==> src/rtl/fodu_pkg.sv <==
// Package: widths, reset values and register indexes for the force oscillation detector.
package fodu_pkg;

    localparam int CFG_W    = 24;
    localparam int IDX_W    = 2;
    localparam int LOAD_W   = 24;
    localparam int TIME_W   = 48;
    localparam int LEVEL_W  = 33;
    localparam int INT_W    = 17;
    localparam int IN_TDATA_W  = 72;
    localparam int OUT_TDATA_W = 24;

    localparam int unsigned MAX_GAP_US = 100000;
    localparam int US_PER_S_W = 20;
    localparam logic [US_PER_S_W-1:0] US_PER_S = 20'd1000000;
    localparam logic [LEVEL_W-1:0] LEVEL_FULL = 33'h1_0000_0000;

    localparam logic [IDX_W-1:0] REG_RATE_THRESHOLD = 2'd0;
    localparam logic [IDX_W-1:0] REG_ATTACK_RATE    = 2'd1;
    localparam logic [IDX_W-1:0] REG_DECAY_RATE     = 2'd2;

    localparam logic [CFG_W-1:0] RST_RATE_THRESHOLD = 24'd5000;
    localparam logic [CFG_W-1:0] RST_ATTACK_RATE    = 24'd21475;
    localparam logic [CFG_W-1:0] RST_DECAY_RATE     = 24'd4295;

endpackage

==> src/rtl/force_oscillation_detector_unit.sv <==
// Top level: force oscillation detector, rate-threshold attack/decay intensity envelope.
//
//  channel | dir | handshake                      | payload
//  --------+-----+--------------------------------+-----------------------------------------
//  s_axis  | in  | s_axis_tvalid / s_axis_tready  | tdata: load_sample[23:0], time_us[71:24]
//          |     |                                | tuser: mode
//  m_axis  | out | m_axis_tvalid / m_axis_tready  | tdata: intensity[16:0], zeros[23:17]
//  cfg     | in  | i_cfg_we (no wait)             | i_cfg_idx, i_cfg_data
//
//  One request enters the input register, and its update then runs in one pass of logic
//  into the result register; one request per cycle sustained while m_axis does not stall.
//  The state loop (level, previous sample and time) closes in that single pass.
//  Reset is synchronous, active low; it clears state and loads the register defaults.
//  A stall at m_axis holds the result register, then the input register, then s_axis_tready.
module force_oscillation_detector_unit #(
    parameter int unsigned MAX_GAP_US = fodu_pkg::MAX_GAP_US
) (
    input  logic                                i_clk,
    input  logic                                i_rst_n,
    input  logic                                s_axis_tvalid,
    output logic                                s_axis_tready,
    // load_sample[23:0], time_us[71:24]
    input  logic [fodu_pkg::IN_TDATA_W-1:0]     s_axis_tdata,
    // mode[0]
    input  logic                                s_axis_tuser,
    output logic                                m_axis_tvalid,
    input  logic                                m_axis_tready,
    // intensity[16:0], zero fill[23:17]
    output logic [fodu_pkg::OUT_TDATA_W-1:0]    m_axis_tdata,
    input  logic                                i_cfg_we,
    input  logic [fodu_pkg::IDX_W-1:0]          i_cfg_idx,
    input  logic [fodu_pkg::CFG_W-1:0]          i_cfg_data
);

    localparam int DT_W   = $clog2(MAX_GAP_US + 1);
    localparam int MAG_W  = fodu_pkg::LOAD_W + 1;
    localparam int LHS_W  = MAG_W + fodu_pkg::US_PER_S_W;
    localparam int RHS_W  = fodu_pkg::CFG_W + DT_W;
    localparam int PROD_W = (LHS_W > RHS_W) ? LHS_W : RHS_W;
    localparam int STEP_W = fodu_pkg::CFG_W + DT_W;
    localparam int CMP_W  = (STEP_W > fodu_pkg::LEVEL_W) ? STEP_W : fodu_pkg::LEVEL_W;
    localparam int SUM_W  = CMP_W + 1;

    logic [fodu_pkg::CFG_W-1:0]   r_thr, r_attack, r_decay;

    logic                         r_in_valid;
    logic                         r_in_mode;
    logic [fodu_pkg::LOAD_W-1:0]  r_in_load;
    logic [fodu_pkg::TIME_W-1:0]  r_in_time;

    logic                         r_out_valid;
    logic [fodu_pkg::INT_W-1:0]   r_out_int;

    logic [fodu_pkg::LOAD_W-1:0]  r_prev_sample;
    logic [fodu_pkg::TIME_W-1:0]  r_prev_time;
    logic [fodu_pkg::LEVEL_W-1:0] r_level;
    logic                         r_primed;

    logic [fodu_pkg::LOAD_W-1:0]  n_prev_sample;
    logic [fodu_pkg::TIME_W-1:0]  n_prev_time;
    logic [fodu_pkg::LEVEL_W-1:0] n_level;
    logic                         n_primed;

    logic                         advance;
    logic [fodu_pkg::TIME_W-1:0]  dt_full;
    logic                         gap_ok;
    logic [DT_W-1:0]              dt;
    logic [MAG_W-1:0]             df;
    logic [MAG_W-1:0]             mag;
    logic [PROD_W-1:0]            lhs, rhs;
    logic [STEP_W-1:0]            up, down;
    logic [SUM_W-1:0]             sum;

    assign advance       = r_in_valid && (!r_out_valid || m_axis_tready);
    assign s_axis_tready = !r_in_valid || advance;
    assign m_axis_tvalid = r_out_valid;
    assign m_axis_tdata  = {{(fodu_pkg::OUT_TDATA_W - fodu_pkg::INT_W){1'b0}}, r_out_int};

    always_ff @(posedge i_clk) begin
        if (!i_rst_n) begin
            r_thr    <= fodu_pkg::RST_RATE_THRESHOLD;
            r_attack <= fodu_pkg::RST_ATTACK_RATE;
            r_decay  <= fodu_pkg::RST_DECAY_RATE;
        end else if (i_cfg_we) begin
            case (i_cfg_idx)
                fodu_pkg::REG_RATE_THRESHOLD: r_thr    <= i_cfg_data;
                fodu_pkg::REG_ATTACK_RATE:    r_attack <= i_cfg_data;
                fodu_pkg::REG_DECAY_RATE:     r_decay  <= i_cfg_data;
                default: ;
            endcase
        end
    end

    always_comb begin
        dt_full = r_in_time - r_prev_time;
        gap_ok  = (dt_full != '0) && (dt_full <= fodu_pkg::TIME_W'(MAX_GAP_US));
        dt      = dt_full[DT_W-1:0];
        df      = {r_in_load[fodu_pkg::LOAD_W-1], r_in_load}
                - {r_prev_sample[fodu_pkg::LOAD_W-1], r_prev_sample};
        mag     = df[MAG_W-1] ? (~df + MAG_W'(1)) : df;
        lhs     = PROD_W'(mag) * PROD_W'(fodu_pkg::US_PER_S);
        rhs     = PROD_W'(r_thr) * PROD_W'(dt);
        up      = STEP_W'(r_attack) * STEP_W'(dt);
        down    = STEP_W'(r_decay) * STEP_W'(dt);
        sum     = SUM_W'(r_level) + SUM_W'(up);

        n_prev_sample = r_prev_sample;
        n_prev_time   = r_prev_time;
        n_level       = r_level;
        n_primed      = r_primed;
        if (r_in_mode) begin
            n_prev_sample = '0;
            n_prev_time   = '0;
            n_level       = '0;
            n_primed      = 1'b0;
        end else if (!r_primed) begin
            n_prev_sample = r_in_load;
            n_prev_time   = r_in_time;
            n_primed      = 1'b1;
        end else begin
            n_prev_time = r_in_time;
            if (gap_ok) begin
                n_prev_sample = r_in_load;
                if (lhs > rhs) begin
                    n_level = (sum >= SUM_W'(fodu_pkg::LEVEL_FULL))
                            ? fodu_pkg::LEVEL_FULL : sum[fodu_pkg::LEVEL_W-1:0];
                end else begin
                    n_level = (CMP_W'(down) >= CMP_W'(r_level))
                            ? '0 : fodu_pkg::LEVEL_W'(CMP_W'(r_level) - CMP_W'(down));
                end
            end
        end
    end

    always_ff @(posedge i_clk) begin
        if (!i_rst_n) begin
            r_in_valid    <= 1'b0;
            r_out_valid   <= 1'b0;
            r_prev_sample <= '0;
            r_prev_time   <= '0;
            r_level       <= '0;
            r_primed      <= 1'b0;
        end else begin
            if (s_axis_tready) begin
                r_in_valid <= s_axis_tvalid;
            end
            if (advance) begin
                r_out_valid   <= 1'b1;
                r_prev_sample <= n_prev_sample;
                r_prev_time   <= n_prev_time;
                r_level       <= n_level;
                r_primed      <= n_primed;
            end else if (m_axis_tready) begin
                r_out_valid <= 1'b0;
            end
        end
    end

    always_ff @(posedge i_clk) begin
        if (s_axis_tready && s_axis_tvalid) begin
            r_in_mode <= s_axis_tuser;
            r_in_load <= s_axis_tdata[fodu_pkg::LOAD_W-1:0];
            r_in_time <= s_axis_tdata[fodu_pkg::LOAD_W +: fodu_pkg::TIME_W];
        end
        if (advance) begin
            r_out_int <= n_level[fodu_pkg::LEVEL_W-1 -: fodu_pkg::INT_W];
        end
    end

    a_level_bounded: assert property (@(posedge i_clk) disable iff (!i_rst_n)
        r_level <= fodu_pkg::LEVEL_FULL)
        else $error("level above full scale");

    a_restart_clears: assert property (@(posedge i_clk) disable iff (!i_rst_n)
        advance && r_in_mode |=> !r_primed && (r_level == '0) && (r_out_int == '0))
        else $error("restart left state behind");

    a_prime_holds_level: assert property (@(posedge i_clk) disable iff (!i_rst_n)
        advance && !r_in_mode && !r_primed |=> r_primed && $stable(r_level))
        else $error("priming sample changed level");

    a_state_only_on_advance: assert property (@(posedge i_clk) disable iff (!i_rst_n)
        !advance |=> $stable(r_level) && $stable(r_prev_time) && $stable(r_primed))
        else $error("state moved without a request");

    a_advance_fills_output: assert property (@(posedge i_clk) disable iff (!i_rst_n)
        advance |=> r_out_valid)
        else $error("result lost");

endmodule

==> config.mk <==
export PLATFORM = sky130hd
export DESIGN_NAME = force_oscillation_detector_unit
export DESIGN_NICKNAME = d
export VERILOG_FILES = /design/src/rtl/fodu_pkg.sv /design/src/rtl/force_oscillation_detector_unit.sv
export SDC_FILE = /design/constraint.sdc
export NUM_CORES = 2
export LEC_CHECK = 0
export BUFFER_PORTS_ARGS = -buffer_cell sky130_fd_sc_hd__buf_2
export CAP_MARGIN = 40
export CORE_ASPECT_RATIO = 0.9
export CORE_MARGIN = 2
export CORE_UTILIZATION = 35
export DETAILED_ROUTE_END_ITERATION = 16
export GPL_TIMING_DRIVEN = 0
export PLACE_DENSITY = 0.63
export SLEW_MARGIN = 15
export SYNTH_ARGS = -nofsm -noshare
export SYNTH_HDL_FRONTEND = slang
export SYNTH_SLANG_ARGS = --single-unit
==> constraint.sdc <==
create_clock -name i_clk -period 11.43 [get_ports i_clk]
set_clock_uncertainty 0.15 [all_clocks]
set_input_delay 2.286 -clock i_clk [delete_from_list [all_inputs] [get_ports i_clk]]
set_output_delay 2.286 -clock i_clk [all_outputs]
set_load 0.01 [all_outputs]
==> results.json <==
{
  "ys_dominant_reg_cell": "dfxtp_1",
  "place.gp.congestion": 0.9482,
  "grt_pass1_vias": 53940,
  "synthesis.area_sq_um": 63810,
  "clock_path_buffers": 3,
  "synthTopCellsByCount": "1,532 x inv_1, 1,124 x fa_1, 1,120 x nand2_1, 653 x ha_1, 358 x and2_1",
  "synth_edf_count": 90,
  "end_kind": "flip-flop",
  "worst_slack_ps": -890.3,
  "fp.dieH_um": 409.1,
  "violations": "setup timing",
  "outcome": "finished with violations",
  "preCtsSetupSlack_ps": -4084,
  "cts_tree": "done",
  "synth_top_family_by_area": "adder cells",
  "drtIter0Drc": 3976,
  "critPathArrivalTime_ps": 12570,
  "ys_seq_area_share_pct": 9.883,
  "overflow": 0,
  "final-setup-viol-count": 50,
  "hp-class": "flip-flop to flip-flop",
  "routed_wl_um": 208600,
  "worstHoldStart": "r_prev_sample[19]$_SDFFE_PN0P_",
  "cap_viol_max_count": 0,
  "fin_crit_ps": 12320,
  "layout.nets": 9563,
  "fillCellCount": 18040,
  "slowest_delay_ps": 670,
  "r2r_slack_ps": -890,
  "async_flop_share_pct": 0,
  "dp_hpwl_um": 175000,
  "synth_mux_area_share_pct": 0.5334,
  "grt_max_degree": 54,
  "ff2ff_path_depth": 49,
  "syn-instance-count": 7371,
  "synth_xor_area_share_pct": 3.253,
  "hold_depth": 2,
  "yosysTopAreaCell": "fa_1",
  "maxSlewHeadroom_pct": 37.88,
  "hold_path_end": "r_prev_sample[19]$_SDFFE_PN0P_",
  "grt_usage_pct": 22.83,
  "synth_most_common_cell": "inv_1",
  "io-pin-count": 130,
  "clk_latency_ps": 620,
  "antenna_found_initial": 31,
  "rr_endpoint": "r_out_int[13]$_DFFE_PP_",
  "avgSynthCellArea_sq_um": 8.657,
  "yosysUniqueCellTypes": 98,
  "yosysWarnings": 0,
  "core.rowCount": 148,
  "vias": 52180,
  "grt_pass1_wl_um": 323700,
  "core-area_sq_um": 180900,
  "rsz0062_at_grt": "yes",
  "dr.pass1.iters": 6,
  "cp-start-kind": "flip-flop",
  "crit_required_ps": 11680,
  "fin_crit_sh_pct": 107.8,
  "cts.htree.levels": 2,
  "cts_root_buf": "clkbuf_16",
  "postRouteAntennaNets": 0,
  "synth_compound_area_share_pct": 10.50,
  "path_class": "flip-flop to flip-flop",
  "cts.clk_slew.worst_paths_ps": 60,
  "synth_fa_ha_area_share_pct": 48.07,
  "wl_per_cell_um": 20.59,
  "path_max_fanout": 5,
  "ys_seq_elements": 270,
  "drc": 0,
  "max_freq_mhz": 81.17,
  "hold_viol": 0,
  "final-max-slew-violation-count": 0,
  "place.port_buffers": 121,
  "fp.dieArea_sq_um": 185700,
  "cp_slowest_cell": "or4_4",
  "die_w_um": 454.1,
  "area_growth_pct": 12.54,
  "synth_top_cell_area_share_pct": 35.26,
  "clock-sinks": 270,
  "via_per_inst": 5.151,
  "cts_buffers": 35,
  "worst_pin_slew_ps": 931.8,
  "synth_area_leaders": "fa_1 35%, ha_1 13%, inv_1 9.0%, nand2_1 6.6%, dfxtp_1 5.6%",
  "drive_above_1_share_pct": 8.225,
  "yosys.area_share.simple_pct": 16.58,
  "postCtsHoldBufs": 0,
  "start_util_pct": 35.27,
  "reg2reg_from": "r_in_load[0]$_DFFE_PP_"
}
## worst max-delay path: cells and delay by family, from the launching register on
kind	cells	cell delay, ps
buffers and inverters	8	650
AND/OR/NAND/NOR	9	2490
adder cells (fa/ha/maj)	10	3870
AO/OA/AOI/OAI	20	4270
flip-flops	1	390
XOR/XNOR	2	260
## area by class of cell
class                   count  area (sq um)  share of cell area [%]
clock buffers              43         968.4                   1.349
diodes                     23         57.56                 0.08015
plain buffers             353          1630                   2.270
multi-input cells        5218         51750                   72.06
repair buffers            271          2143                   2.985
clock inverters            20         197.7                  0.2753
inverters                1533          5757                   8.017
flip-flops and latches    270          6306                   8.781
well taps                2400          3003                   4.182
## through the flow
| step | utilization (%) | TNS, ps | hold WS, ps | std cells | cell area, sq um |
|---|---|---|---|---|---|
| global route | 39.68 | -54950 | 325.5 | 10120 | 71780 |
| CTS | 39.56 | -27230 | 307.4 | 10100 | 71570 |
| finish | 39.69 | -34970 | 305.5 | 10130 | 71810 |
| detailed placement | 37.73 | -176080 | 300.1 | 9952 | 68260 |
| floorplan | - | 0 | 284.7 | 7377 | 63910 |
| global placement | 37.32 | -322570 | 294.5 | 9898 | 67520 |
## flip-flops by register name, summed over array words and instances, names as in the netlist
signal	count
m_axis_tvalid	1
r_prev_sample	24
r_in_mode	1
r_in_time	48
r_decay	24
r_in_load	24
r_out_int	17
r_prev_time	48
r_in_valid	1
r_level	33
r_primed	1
r_attack	24
r_thr	24
## layout by cell type, fill, tap and decap left out, types with 32 or more instances in the layout
| cell | instances |
|---|---|
| nand4_1 | 33 |
| o21bai_1 | 32 |
| nand3_1 | 73 |
| a21oi_1 | 209 |
| xnor2_1 | 135 |
| nand3b_1 | 73 |
| edfxtp_1 | 90 |
| mux2i_1 | 34 |
| fa_1 | 1121 |
| clkbuf_2 | 37 |
| nor2_1 | 164 |
| buf_4 | 92 |
| a21boi_0 | 107 |
| o21ai_0 | 123 |
| a21o_1 | 110 |
| buf_2 | 135 |
| inv_1 | 1529 |
| o21a_1 | 39 |
| ha_1 | 633 |
| clkbuf_16 | 44 |
| buf_6 | 43 |
| nand2_1 | 1116 |
| dfxtp_1 | 180 |
| nand2b_1 | 149 |
| xor2_1 | 73 |
| buf_1 | 35 |
| nor2b_1 | 56 |
| clkbuf_1 | 245 |
| and2_1 | 354 |
## cell families after synthesis
| group | after synthesis |
|---|---|
| and+or+nand+nor | 2192 |
| buffers and inverters | 1889 |
| adders and majority gates | 1777 |
| AOI/OAI and AO/OA | 971 |
| DFF | 270 |
| xor gates and xnor gates | 237 |
| muxes | 34 |
| other | 1 |
## worst max-delay path by stage
stage	cells past startpoint	end	startpoint
final	49	r_out_int[13]$_DFFE_PP_	r_in_load[0]$_DFFE_PP_
after global routing	49	r_out_int[13]$_DFFE_PP_	r_in_load[0]$_DFFE_PP_
after CTS	52	r_out_int[13]$_DFFE_PP_	r_in_load[0]$_DFFE_PP_
after detailed placement	43	r_out_int[2]$_DFFE_PP_	r_in_time[3]$_DFFE_PP_
after global placement	39	r_out_int[2]$_DFFE_PP_	r_in_time[3]$_DFFE_PP_
after floorplan	47	r_out_int[13]$_DFFE_PP_	r_in_load[0]$_DFFE_PP_
## layer usage
layer / GRT usage [%] / vias up / part of all wire (%)
li1: - / 23540 / -
met1: 31.32 / 26440 / 43
met2: 35.70 / 1837 / 44
met3: 3.979 / 357 / 7.8
met4: 8.793 / 8 / 4.6
met5: 0.2604 / - / 0.049
## timing repair
item,4_1_cts,5_1_grt
pin swaps,80,8
buffers inserted,81,2
endpoints found under the setup margin,50,50
resized for setup,313,24
cloned,4,0
Power is left out: the tool's default activity adds up to more than one toggle a clock period on the data nets, which glitch-free logic cannot reach.
